[src/design/bdeq_pkg.sv]
`timescale 1ns / 1ps

package bdeq_pkg;

    localparam int WORD_W = 32;
    localparam int CAP_W  = 11;
    localparam int ACT_W  = 3;

    // action codes; anything else is look only
    localparam logic [ACT_W-1:0] ACT_PUSH_FRONT = 3'd0;
    localparam logic [ACT_W-1:0] ACT_PUSH_BACK  = 3'd1;
    localparam logic [ACT_W-1:0] ACT_POP_FRONT  = 3'd2;
    localparam logic [ACT_W-1:0] ACT_POP_BACK   = 3'd3;
    localparam logic [ACT_W-1:0] ACT_LOOK       = 3'd4;

    localparam logic [WORD_W-1:0] EMPTY_WORD = '1;

    // controller to datapath
    typedef struct packed {
        logic step;   // apply the accepted item to head, count and store
        logic load;   // capture the result into the output register
    } bdeq_cmd_t;

    // datapath to controller
    typedef struct packed {
        logic out_free;  // output register empty or being taken this cycle
    } bdeq_sts_t;

endpackage

[src/design/bdeq_ctrl.sv]
`timescale 1ns / 1ps

module bdeq_ctrl
    import bdeq_pkg::*;
(
    input  logic      aclk,
    input  logic      aresetn,
    input  logic      s_valid,
    output logic      s_ready,
    input  bdeq_sts_t sts,
    output bdeq_cmd_t cmd
);

    typedef enum logic [1:0] {
        ST_IDLE,
        ST_READ,
        ST_LOAD
    } state_t;

    state_t state_reg, state_next;
    logic   s_ready_reg, s_ready_next;

    always_comb begin
        state_next = state_reg;
        case (state_reg)
            ST_IDLE: begin
                if (s_valid) begin
                    state_next = ST_READ;
                end
            end
            ST_READ: begin
                state_next = ST_LOAD;
            end
            ST_LOAD: begin
                if (sts.out_free) begin
                    state_next = ST_IDLE;
                end
            end
            default: begin
                state_next = ST_IDLE;
            end
        endcase
        s_ready_next = (state_next == ST_IDLE);
    end

    always_ff @(posedge aclk) begin
        if (!aresetn) begin
            state_reg   <= ST_IDLE;
            s_ready_reg <= 1'b1;
        end else begin
            state_reg   <= state_next;
            s_ready_reg <= s_ready_next;
        end
    end

    assign s_ready  = s_ready_reg;
    assign cmd.step = s_ready_reg & s_valid;
    assign cmd.load = (state_reg == ST_LOAD) & sts.out_free;

endmodule

[config.mk]
export PLATFORM = sky130hd
export DESIGN_NAME = bdeq_ctrl
export DESIGN_NICKNAME = d
export VERILOG_FILES = /design/src/design/bdeq_pkg.sv /design/src/design/bdeq_ctrl.sv
export SDC_FILE = /design/constraint.sdc
export NUM_CORES = 1
export LEC_CHECK = 0
export BUFFER_PORTS_ARGS = -buffer_cell sky130_fd_sc_hd__buf_2
export CELL_PAD_IN_SITES_DETAIL_PLACEMENT = 0
export CELL_PAD_IN_SITES_GLOBAL_PLACEMENT = 1
export CORE_AREA = 4 4 41 43
export CTS_CLUSTER_SIZE = 40
export DETAILED_ROUTE_END_ITERATION = 12
export DIE_AREA = 0 0 45 47
export PLACE_DENSITY_LB_ADDON = 0.05
export SYNTH_ARGS = -nofsm -noshare
export SYNTH_HDL_FRONTEND = slang
export SYNTH_SLANG_ARGS = --single-unit
export TNS_END_PERCENT = 20
[constraint.sdc]
create_clock -name aclk -period 1.6 [get_ports aclk]
set_input_delay 0.08 -clock aclk [delete_from_list [all_inputs] [get_ports aclk]]
set_output_delay 0.08 -clock aclk [all_outputs]
set_load 0.01 [all_outputs]
Word level (Yosys, flattened, before mapping)
Index checks and enable logic that the tools add are counted.
{ "op_classes": {"shifts": 0, "eq_ne": 2, "bitwise": 2, "order_cmp": 0, "n_reduce_logical": 2, "muxes": 3, "n_mul": 0, "n_div": 0, "n_addsub": 0} }
{ "op_table": {"columns": ["operator", "count"], "rows": [
  ["2-bit one-hot mux with 3 select lines", 1],
  ["2-bit zero test", 2],
  ["2-bit two-way mux", 2],
  ["1-bit AND", 2],
  ["2-bit by 1-bit equality test with 1-bit output, second input constant", 1],
  ["2-bit equality test, second input constant", 1]
]} }
{ "word_totals": {"ram_bits": 0, "output_inout_bits": 3, "latch_bits": 0, "input_bits": 4, "mem_bits_ro": 0, "regBits": 3, "memories": 0, "word_cells": 11} }

Longest topological paths before layout
{ "logic_depth": {"depth_word": 3, "depth_mapped": 2, "ltp_nobuf": 2} }

Worst setup path after synthesis
Ideal clock, no wire load.
{ "synth_path": {"kind": "flip-flop to flip-flop", "startpoint": "reg state_reg[1]", "endpoint": "reg state_reg[1]", "setup_ps": 115, "stages_incl_launch_ff": 3, "arrival_ps": 609, "path_buffers": 0, "path_slack_ps": 877, "period_less_slack_ps": 723, "t_required_ps": 1485, "cell_sequence": "dfxtp_1 -> nor3b_2 -> o21a_1"} }
{ "synth_between": {"elab_chain_len": 2, "word_cells_on_any_way": 6, "cone_classes": "eq/ne (2); mux (3); reduce/logical (1)"} }
{ "synth_rtl": {"columns": ["element", "line", "rtl"], "rows": [
  ["start, declared", "bdeq_ctrl.sv:20", "state_t state_reg, state_next;"],
  ["start signal, assigned", "bdeq_ctrl.sv:51", "state_reg <= state_next;"],
  ["2-bit equality test (tied with other cells)", "bdeq_ctrl.sv:25", "case (state_reg)"],
  ["2-bit one-hot mux with 3 select lines (*)", "bdeq_ctrl.sv:25", null]
]} }
Mark *: on every way between the ends. The rest lies on a longest branch, timed or not.
A chain may end at the register's enable or synchronous reset.

==> flow_summary.toml <==
[yosys]
synth_fp_nets = 16
synth-seq-cells = 3
synth-simple-area-share = 0.340
ys_seq_area_frac = 0.480
synthMuxAreaShare = 0
synth_compound_gate_area_share = 0.180
synth.distinct_cells = 10
synthCells = 12
synth_area_sq_um = 125
synth_area_per_cell_sq_um = 10.4
synth_xor_area_frac = 0
synth_top_family_by_area = "simple AND/OR/NAND/NOR gates"
yosys.area_share.adder = 0
yosysWarnings = 0

[grt]
busiest_layer = "met4"
grt_pass1_wl_microns = 517
grt_start_max_net_pins = 6
grt_pass1_vias = 126
grt.overflow.total = 0
grt_usage = 0.0450
grt_util_met3 = 0.0192
gr-usage-met2 = 0.0537
met1_usage = 0.0272
antenna_found_initial = 0

[route]
detail_route.wl_per_cell_microns = 8.57
drtIter0Drc = 0
vias = 122
vias_per_cell = 3.30
wirelength_microns = 317
drt-pass1-iter-count = 1
ant_nets = 0
post-route-drc-count = 0

[place]
place_congestion = 0.546
numPortBuffers = 6

[sta]
worstMarginPinSlew_ps = 179
finalSetupViolCount = 0
grt_setup_unrepaired = "no"
final.min_clock_period_ps = 1010
hold_violations = 0
fin_setup_tns_ps = 0
timing.fmax_mhz = 994
hold_ws_ps = 50.0
fin_crit_sh = 0.629
slew_headroom = 0.880
finClkSkew_ps = 2.30
drv_slew = 0

[power_and_ir_drop]
ir_drop_v = 0.000257
p_per_area_mw_per_mm2 = 1200
p_leak_nw = 0.0938
power.total_mw = 0.240

[layout]
regArea_sq_um = 60.1
fillCellCount = 161
final_cell_mix = "buf_2 (6), clkbuf_4 (3), dfxtp_1 (3)"
final_common_cell = "buf_2"
largest_register_ffs = 2
drive_gt1_frac = 0.455
nNetsFinal = 27
syn_to_final_growth_pct = 60.0
multi_input_area_sq_um = 65.1
diodes = 0

[min_path]
hold_path_class = "input port to flop"
hold_path_depth = 2
hp-start = "aresetn"
whs_endpoint = "s_ready$_SDFF_PN1_"

[critical_path]
r2r_cells = 2
cp.arrival_ps = 930
cp-end-kind = "output pin"
slowest_delay_ps = 380
required_ps = 1520
critical_path_class = "flop to output pin"
cp_slowest_cell = "dfxtp_1"
crit_path_cell_trace = "and3b_1 > buf_2"
r2r_slack_ps = 810
startpoint_type = "flop"
crit_buf_inv = 1
reg2reg_to = "s_ready$_SDFF_PN1_"
cpLargestDelayFamily = "flip-flops"
worstReg2RegStart = "state_reg[1]$_SDFF_PN0_"
crit_fanout = 5

[die]
io-pin-count = 7
dieArea_sq_mm = 0.00212
coreArea_sq_mm = 0.00130
num_rows = 13
dieHeight_microns = 47
start_util = 0.0962
die-width_microns = 45

[cts]
cts_resized = 0
cts_setup_buffers = 0
clock-sinks = 3
clkTransAtPathRegs_ps = 40
tritoncts = "done"
cts_max_level = 1
cts-root-buf = "clkbuf_4"
hold_buffers = 0
cts_max_path_buffers = 2
cts_made_buffers = 3
clk_latency_ps = 230

[status]
outcome = "finished, final reports clean"

[job]
cap_violations = 0
-- Yosys cell counts, drive strengths merged --
cell	n	area, sq um
and3b	1	8.76
dfxtp	3	60.1
and2	1	6.26
o21ba	1	10.0
o21a	1	7.51
nor3	1	5.00
nor3b	1	12.5
o21ai	1	5.00
nand2	1	3.75
nor2b	1	6.26
-- per-stage QoR --
stage,std cells,worst slack [ps],cell area (sq um),util
floorplan,12,877,125,-
global placement,33,742,174,0.134
detailed placement,33,802,174,0.134
CTS,37,573,200,0.154
global route,37,524,200,0.154
finish,37,594,200,0.154
-- per-layer routing --
layer | wire length [microns] | part of all wire
met1 | 101 | 0.32
met2 | 148 | 0.47
met3 | 37 | 0.12
met4 | 29 | 0.091
met5 | 0 | 0
-- layout make-up --
cell class                 count  share of cell area
multi-input combinational      9               0.325
sequential                     3               0.300
timing repair buffer           6               0.150
clock buffer                   4               0.131
tap                           15              0.0938
-- where the power goes --
part	switching, mW	internal (mW)	total [mW]
registers	0.00390	0.0805	0.0844
clock network	0.0383	0.0934	0.132
logic	0.0103	0.0131	0.0234
-- kinds of logic (layout without fill, tap and decap cells) --
| logic type | count (synthesis) | in the layout |
|---|---|---|
| buf+inv | 0 | 10 |
| compound gates | 3 | 3 |
| flops | 3 | 3 |
| simple gates | 6 | 6 |
-- worst max path at each step --
stage	start	end	slack (ps)	cells past startpoint
2_1_floorplan	state_reg[1]$_SDFF_PN0_	state_reg[1]$_SDFF_PN0_	880	2
3_3_place_gp	state_reg[1]$_SDFF_PN0_	s_ready$_SDFF_PN1_	740	2
3_5_place_dp	state_reg[1]$_SDFF_PN0_	s_ready$_SDFF_PN1_	800	2
4_1_cts	state_reg[0]$_SDFF_PN0_	cmd[0]	570	2
5_1_grt	state_reg[0]$_SDFF_PN0_	cmd[0]	520	2
6_report	state_reg[0]$_SDFF_PN0_	cmd[0]	590	2
No activity file was read; power rests on OpenSTA's default activity.
